<file path="src/hdl/ctgb_pkg.sv">
`timescale 1ns / 1ps
// ----------------------------------------------------------------------------
// ctgb_pkg
// Shared constants and command/status types of the text glyph blitter.
// ----------------------------------------------------------------------------
package ctgb_pkg;
  localparam int FontHeight = 11;
  localparam int FrameDim   = 128;
  localparam int LineChars  = 64;
  localparam int NumGlyphs  = 91;
  localparam int GlyphBytes = FontHeight + 1;
  localparam int FontBytes  = NumGlyphs * GlyphBytes;
  localparam int RowBytes   = (FrameDim + 7) / 8;
  localparam int FrameBytes = RowBytes * FrameDim;
  localparam int FirstCode  = 32;
  localparam int NewlineCode = 10;
  localparam int WidthMax   = 16383;
  localparam int CursorMax  = 255;

  localparam logic [2:0] OP_LOAD  = 3'd0;
  localparam logic [2:0] OP_CLEAR = 3'd1;
  localparam logic [2:0] OP_CHAR  = 3'd2;
  localparam logic [2:0] OP_END   = 3'd3;
  localparam logic [2:0] OP_READ  = 3'd4;

  localparam logic REG_TOP_ROW  = 1'b0;
  localparam logic REG_LINE_GAP = 1'b1;

  typedef enum logic [3:0] {
    CMD_NONE,      // idle
    CMD_LOAD,      // write font byte
    CMD_CLR_STEP,  // clear one frame byte at sweep counter
    CMD_CLR_DONE,  // reset cursor, flag and line
    CMD_CHAR_RD,   // read width byte of incoming char
    CMD_CHAR_ADD,  // append char and accumulate width
    CMD_OVF,       // set overflow flag
    CMD_READ,      // issue frame read
    CMD_FL_START,  // compute start x, reset char index
    CMD_FL_CODE,   // read buffered code
    CMD_FL_WIDTH,  // read glyph width byte
    CMD_FL_ROW,    // read glyph row byte for row index
    CMD_FL_RMW,    // read frame byte for current half
    CMD_FL_WRITE,  // write current half
    CMD_FL_NEXT,   // advance x and char index
    CMD_FL_DONE    // advance cursor, empty line
  } cmd_t;

  typedef struct packed {
    logic clr_last;    // sweep counter at last byte
    logic line_empty;  // no buffered chars
    logic line_full;   // buffer full
    logic chars_done;  // char index reached count
    logic glyph_ok;    // current code has a glyph
    logic row_last;    // row index at last row
    logic half_last;   // on second byte half
  } status_t;
endpackage

</file>
<file path="src/hdl/ctgb_controller.sv">
`timescale 1ns / 1ps
// ----------------------------------------------------------------------------
// ctgb_controller
// Command sequencer of the text blitter: one transaction at a time.
// ----------------------------------------------------------------------------
module ctgb_controller
  import ctgb_pkg::*;
(
  input  logic       clk,
  input  logic       rst,
  input  logic       start,
  input  logic [2:0] opcode,
  input  logic [7:0] data,
  input  status_t    status,
  output cmd_t       cmd,
  output logic       busy,
  output logic       done
);
  typedef enum logic [3:0] {
    S_IDLE, S_LOAD, S_CLR, S_CLR_DONE, S_CHAR_RD, S_CHAR_ADD, S_OVF,
    S_READ, S_READ_OUT, S_FL_START, S_FL_CODE, S_FL_WIDTH, S_FL_ROW,
    S_FL_RMW, S_FL_WRITE, S_FL_NEXT
  } state_t;

  state_t state;
  logic   fl_done;

  // decode state into a datapath command
  always_comb begin
    unique case (state)
      S_IDLE:     cmd = CMD_NONE;
      S_LOAD:     cmd = CMD_LOAD;
      S_CLR:      cmd = CMD_CLR_STEP;
      S_CLR_DONE: cmd = CMD_CLR_DONE;
      S_CHAR_RD:  cmd = CMD_CHAR_RD;
      S_CHAR_ADD: cmd = CMD_CHAR_ADD;
      S_OVF:      cmd = CMD_OVF;
      S_READ:     cmd = CMD_READ;
      S_READ_OUT: cmd = CMD_NONE;
      S_FL_START: cmd = CMD_FL_START;
      S_FL_CODE:  cmd = fl_done ? CMD_FL_DONE : CMD_FL_CODE;
      S_FL_WIDTH: cmd = CMD_FL_WIDTH;
      S_FL_ROW:   cmd = CMD_FL_ROW;
      S_FL_RMW:   cmd = CMD_FL_RMW;
      S_FL_WRITE: cmd = CMD_FL_WRITE;
      S_FL_NEXT:  cmd = CMD_FL_NEXT;
      default:    cmd = CMD_NONE;
    endcase
  end
  assign fl_done = status.chars_done;
  assign busy    = state != S_IDLE;

  // hold state and the result strobe; sweep the frame after reset
  always_ff @(posedge clk) begin
    if (rst) begin
      state <= S_CLR;
      done  <= 1'b0;
    end else begin
      done <= 1'b0;
      unique case (state)
        S_IDLE: begin
          if (start) begin
            unique case (opcode)
              OP_LOAD:  state <= S_LOAD;
              OP_CLEAR: state <= S_CLR;
              OP_CHAR: begin
                if (data == 8'(NewlineCode)) begin
                  state <= S_FL_START;
                end else begin
                  state <= S_CHAR_RD;
                end
              end
              OP_END:   state <= status.line_empty ? S_IDLE : S_FL_START;
              OP_READ:  state <= S_READ;
              default:  state <= S_IDLE;
            endcase
          end
        end
        S_LOAD:     state <= S_IDLE;
        S_CLR:      state <= status.clr_last ? S_CLR_DONE : S_CLR;
        S_CLR_DONE: state <= S_IDLE;
        S_CHAR_RD:  state <= status.line_full ? S_OVF : S_CHAR_ADD;
        S_CHAR_ADD: state <= S_IDLE;
        S_OVF:      state <= S_IDLE;
        S_READ: begin
          state <= S_READ_OUT;
          done  <= 1'b1;
        end
        S_READ_OUT: state <= S_IDLE;
        S_FL_START: state <= S_FL_CODE;
        S_FL_CODE:  state <= fl_done ? S_IDLE : S_FL_WIDTH;
        S_FL_WIDTH: state <= S_FL_ROW;
        S_FL_ROW:   state <= status.glyph_ok ? S_FL_RMW : S_FL_NEXT;
        S_FL_RMW:   state <= S_FL_WRITE;
        S_FL_WRITE: begin
          if (!status.half_last) begin
            state <= S_FL_RMW;
          end else if (status.row_last) begin
            state <= S_FL_NEXT;
          end else begin
            state <= S_FL_ROW;
          end
        end
        S_FL_NEXT:  state <= S_FL_CODE;
        default:    state <= S_IDLE;
      endcase
    end
  end
endmodule

</file>
<file path="config.mk">
export PLATFORM = sky130hd
export DESIGN_NAME = ctgb_controller
export DESIGN_NICKNAME = d
export VERILOG_FILES = /design/src/hdl/ctgb_pkg.sv /design/src/hdl/ctgb_controller.sv
export SDC_FILE = /design/constraint.sdc
export NUM_CORES = 1
export LEC_CHECK = 0
export BUFFER_PORTS_ARGS = -buffer_cell sky130_fd_sc_hd__buf_2
export CAP_MARGIN = 20
export CORE_AREA = 2 2 39 41
export CTS_CLUSTER_DIAMETER = 40
export CTS_CLUSTER_SIZE = 8
export DETAILED_ROUTE_END_ITERATION = 10
export DIE_AREA = 0 0 41 43
export HOLD_SLACK_MARGIN = 0.02
export PLACE_DENSITY = 0.78
export SYNTH_ARGS = -nofsm -noshare
export SYNTH_HDL_FRONTEND = slang
export SYNTH_SLANG_ARGS = --single-unit
</file>
<file path="constraint.sdc">
create_clock -name clk -period 2.2 [get_ports clk]
set_input_delay 0.33 -clock clk [delete_from_list [all_inputs] [get_ports clk]]
set_output_delay 0.33 -clock clk [all_outputs]
set_load 0.03 [all_outputs]
</file>
==> results by group, run 1 <==
Run status
  • Outcome: finished, final reports clean

Global route
  • Largest net degree at the start of global routing: 18
  • Gr usage total: 0.161
  • First-pass GRT wire length: 1.97 mm
  • Total grt overflow: 0
  • Number of global-route vias before repair: 502
  • Initial antenna violation count: 0

Die
  • Initial core utilization: 0.362
  • Rows: 14
  • Die Span X: 41 um
  • Die Area: 1760 sq um
  • Core outline area: 1380 sq um
  • I/O pin count: 27
  • Die Height: 43 um

Critical path
  • R2r endpoint: state[3]
  • R2R cell count: 3
  • R2R Path Start: state[2]
  • Crit end category: output port
  • Worst EP arrival: 1.55 ns
  • Startpoint types: flop
  • Required @ worst endpoint: 1.87 ns
  • Worst R2R Setup Slack: 0.45 ns
  • Critical path peak fanout: 17
  • Crit path kind: reg -> out

Yosys
  • FFs w/ async S/R, synth: 0
  • Post-synth top flop: dfxtp_1
  • Cells after synthesis: 70
  • Synth warn: 0
  • Synth cell types: 31
  • Post-synth EDFFs: 0
  • Syn_area_per_cell: 7.15 sq um
  • Sequential-to-total area share from yosys stat: 0.200
  • Syn nets: 91
  • Mapped Area: 500 sq um
  • Yosys reg bits: 5

Min path
  • Worst Hold Class: in -> reg
  • Hold path cells: 2
  • Hold path endpoint: done
  • Hold Startpoint: rst

Job
  • Max-cap violations: 0

Cells and area
  • Filler cell count in the final layout: 132
  • Nets: 117
  • Area Growth Syn to Fin: 31.7%
  • Final core occ: 0.476
  • Most frequent cells in the layout: buf_2 (26), nor2_1 (7)
  • Count of non-filler cells in the finished layout: 111
  • FF/Latch Area: 100 sq um
  • Leading cell type in the layout, fill and taps excluded: buf_2
  • Diode count: 0
  • Share of cells above drive strength 1: 0.326
  • Footprint of the multi-input gates: 364 sq um

Drt
  • Residual DRC count: 0
  • 1st-iter DRT viols: 10
  • Average wire per standard cell: 11.0 um
  • DR pass1 iterations: 4
  • WL final: 1.22 mm
  • Via count: 624
  • Final antenna-violating net count: 0
  • Vias per cell: 5.62

Power
  • Logic pwr share: 0.319
  • Max VDD drop: 0.498 mV
  • Sequential share of power: 0.361
  • LEAKAGE: 0.285 nW
  • Sw frac: 0.323
  • Pwr/cell area: 477 nW/um^2
  • Net Switching: 0.000102 W
  • Internal Pwr Total: 0.000213 W
  • Clock network power share: 0.320

Clocking
  • TritonCTS Sinks: 5
  • Cts bufs inserted: 3
  • Root Buffer: clkbuf_4
  • H-tree depth: 1
  • CTS tree: yes
  • Setup repair bufs after CTS: 0
  • CTS resizes: 0
  • Clk buf depth: 2
  • Clk Latency, worst-skew pair: 0.23 ns
  • Cts hold-fix bufs: 0
  • Reg clk slew, reported paths: 0.04 ns

Placement
  • HPWL after detailed placement: 974 um
  • Placed insts: 107
  • Port Buffers: 26
  • Placer congestion estimate: 0.816

Timing
  • Tmin final: 1.88 ns
  • Setup TNS: 0 ns
  • Maximum clock rate: 0.531 GHz
  • Period Utilization, post-route: 0.856
  • Max-slew violation count: 0
  • Clock skew: 0.00276 ns
  • RSZ-0062 raised after global routing: false
  • Worst-margin pin slew: 0.511 ns
  • Final Hold Fails: 0
  • Slew headroom: 0.659
  • Final setup fails: 0
==> logic make-up after synthesis <==
family | after synthesis | share of synthesized area
XOR/XNOR | 1 | 0.0175
AND/OR/NAND/NOR | 31 | 0.368
buffers and inverters | 9 | 0.0725
flip-flops | 5 | 0.200
AO/OA/AOI/OAI | 24 | 0.342
==> area by class of cell <==
class / instances / share of cell area
clock buffers: 4 / 0.0398
inverters: 3 / 0.0171
flip-flops and latches: 5 / 0.152
multi-input cells: 56 / 0.552
well taps: 16 / 0.0304
repair buffers: 27 / 0.209
==> critical path, stage by stage (launching register included) <==
cell	delay, ns
dfxtp_1	0.46
or4_1	0.64
buf_2	0.22
==> metal layers <==
| layer | GRT usage | part of all wire | vias to the layer above | wire [um] |
|---|---|---|---|---|
| li1 | - | - | 312 | - |
| met1 | 0.203 | 0.45 | 280 | 552 |
| met2 | 0.238 | 0.44 | 28 | 539 |
| met3 | 0.0628 | 0.083 | 4 | 101 |
| met4 | 0.0600 | 0.025 | 0 | 31 |
| met5 | 0 | 0 | - | 0 |
==> sequential cells by signal, summed over array words and instances (netlist names) <==
| register | cells |
|---|---|
| state | 4 |
| done | 1 |
==> cells in the mapped netlist (3+ instances only) <==
cell / instances / area, sq um
nor2_1: 7 / 26.3
nand2b_1: 5 / 31.3
o21ai_0: 5 / 25.0
nor2b_1: 5 / 31.3
clkbuf_1: 4 / 15.0
a21oi_1: 3 / 15.0
a32oi_1: 3 / 26.3
inv_1: 3 / 11.3
dfxtp_1: 5 / 100
==> power groups by stage <==
stage                     combinational (W)  clock (W)  sequential, W
after global routing               0.000111   0.000117       0.000116
after detailed placement           0.000100          0       0.000115
final                              0.000100   0.000101       0.000114
after CTS                          0.000101   0.000106       0.000113
after floorplan                   0.0000779          0       0.000103
after global placement            0.0000995          0       0.000114
==> metrics by stage <==
| step | hold slack [ns] | total power [W] | instance area (sq um) | setup slack, ns |
|---|---|---|---|---|
| final | 0.298 | 0.000315 | 659 | 0.318 |
| after global routing | 0.292 | 0.000344 | 659 | 0.229 |
| after CTS | 0.292 | 0.000320 | 659 | 0.318 |
| after detailed placement | 0.542 | 0.000215 | 633 | 0.464 |
| after global placement | 0.548 | 0.000213 | 633 | 0.497 |
| after floorplan | 0.407 | 0.000180 | 500 | 0.334 |
==> worst max-delay path by stage <==
stage                     to  cells past startpoint      from  slack, ns
global placement    state[0]                      3  state[2]       0.50
CTS                     busy                      2  state[2]       0.32
global route            busy                      2  state[2]       0.23
floorplan             cmd[3]                      3  state[3]       0.33
finish                  busy                      2  state[2]       0.32
detailed placement  state[0]                      3  state[2]       0.46
No activity file was read; power rests on OpenSTA's default activity.
==> run 2, diff against run 1 <==
==> constraint.sdc (replaced) <==
create_clock -name clk -period 2.3 [get_ports clk]
set_input_delay 0.345 -clock clk [delete_from_list [all_inputs] [get_ports clk]]
set_output_delay 0.345 -clock clk [all_outputs]
set_load 0.03 [all_outputs]
==> results by group, run 2 (synthesis gave the netlist of run 1 again) <==
Clocking
  • Clk buf depth: 2
  • Setup repair bufs after CTS: 0
  • Clk Latency, worst-skew pair: 0.23 ns
  • Root Buffer: clkbuf_4
  • Cts hold-fix bufs: 0
  • CTS resizes: 0
  • TritonCTS Sinks: 5
  • Cts bufs inserted: 3
  • H-tree depth: 1
  • CTS tree: yes
  • Reg clk slew, reported paths: 0.04 ns

Power
  • Max VDD drop: 0.378 mV
  • Clock network power share: 0.316
  • Pwr/cell area: 461 nW/um^2
  • Logic pwr share: 0.318
  • LEAKAGE: 0.280 nW
  • Sequential share of power: 0.366
  • Sw frac: 0.323
  • Net Switching: 0.0000972 W
  • Internal Pwr Total: 0.000203 W

Placement
  • Placer congestion estimate: 0.773
  • HPWL after detailed placement: 1.00 mm
  • Port Buffers: 26
  • Placed insts: 106

Critical path
  • Crit end category: output port
  • Required @ worst endpoint: 1.96 ns
  • Crit. Startpoint: state[3]
  • Crit path kind: reg -> out
  • Worst EP arrival: 1.64 ns
  • R2R Path Start: state[2]
  • Critical path peak fanout: 18
  • Startpoint types: flop
  • R2R cell count: 3

Timing
  • Slew headroom: 0.669
  • Clock skew: 0.000862 ns
  • Max-slew violation count: 0
  • Maximum clock rate: 0.505 GHz
  • Period Utilization, post-route: 0.861
  • Setup TNS: 0 ns
  • Worst-margin pin slew: 0.496 ns
  • Final setup fails: 0
  • RSZ-0062 raised after global routing: false
  • Tmin final: 1.98 ns
  • Final Hold Fails: 0

Drt
  • Residual DRC count: 0
  • DR pass1 iterations: 4
  • Final antenna-violating net count: 0
  • Average wire per standard cell: 11.4 um
  • WL final: 1.25 mm
  • Vias per cell: 5.42
  • 1st-iter DRT viols: 11
  • Via count: 596

Die
  • Die Area: 1760 sq um
  • Die Height: 43 um
  • I/O pin count: 27
  • Rows: 14
  • Initial core utilization: 0.362
  • Core outline area: 1380 sq um
  • Die Span X: 41 um

Cells and area
  • Diode count: 0
  • Max reg flops: 4
  • Top reg by flops: state
  • Leading cell type in the layout, fill and taps excluded: buf_2
  • FF/Latch Area: 100 sq um
  • Area Growth Syn to Fin: 30.2%
  • Most frequent cells in the layout: buf_2 (26), nor2_1 (7)
  • Footprint of the multi-input gates: 364 sq um
  • Regs by FF count: state x4, done x1
  • Share of cells above drive strength 1: 0.319
  • Nets: 116
  • Count of non-filler cells in the finished layout: 110
  • Filler cell count in the final layout: 144

Min path
  • Hold Startpoint: rst
  • Worst Hold Class: in -> reg
  • Hold path cells: 2

Global route
  • Gr usage total: 0.170
  • Total grt overflow: 0
  • Largest net degree at the start of global routing: 19
  • Number of global-route vias before repair: 514
  • Initial antenna violation count: 0
  • First-pass GRT wire length: 2.09 mm

Job
  • Max-cap violations: 0

Run status
  • Outcome: finished, final reports clean
run 2: area by class of cell:
class,instances,share of cell area
Multi-Input combinational cell,56,0.559
Timing Repair Buffer,26,0.200
Inverter,3,0.0173
Sequential cell,5,0.154
Clock buffer,4,0.0403
Tap cell,16,0.0307
run 2: final timing paths:
kind | to | slack (ns)
setup / recovery | cmd[1] | 0.32
hold / removal | done | 0.32
setup reg to reg | state[0] | 0.53
hold reg to reg | done | 0.62
run 2: through the flow:
step                hold WS, ns  setup slack, ns   util  instance area (sq um)  total power [W]
floorplan                 0.422            0.419      -                    500         0.000173
global placement          0.565            0.596  0.452                    626         0.000204
detailed placement        0.566            0.550  0.452                    626         0.000206
CTS                       0.319            0.322  0.471                    652         0.000305
global route              0.310            0.156  0.471                    652         0.000329
finish                    0.325            0.319  0.471                    652         0.000301
run 2: layer usage:
metal,global-route usage,vias up,part of all wire
li1,-,310,-
met1,0.220,258,0.41
met2,0.269,28,0.49
met3,0.0628,0,0.096
met4,0.0200,0,0
met5,0,-,0
run 2: power by group through the flow:
stage | logic, W | registers, W | clock network (W)
after floorplan | 0.0000745 | 0.0000981 | 0
after global placement | 0.0000938 | 0.000110 | 0
after detailed placement | 0.0000956 | 0.000111 | 0
after CTS | 0.0000964 | 0.000109 | 0.0000992
after global routing | 0.000107 | 0.000111 | 0.000111
final | 0.0000957 | 0.000110 | 0.0000950
run 2: critical path, cell delays in order (launching register included):
cell and delay [ns]:
dfxtp_1 0.62, nor2b_1 0.26, o21ai_0 0.11, a22o_1 0.24
buf_2 0.17
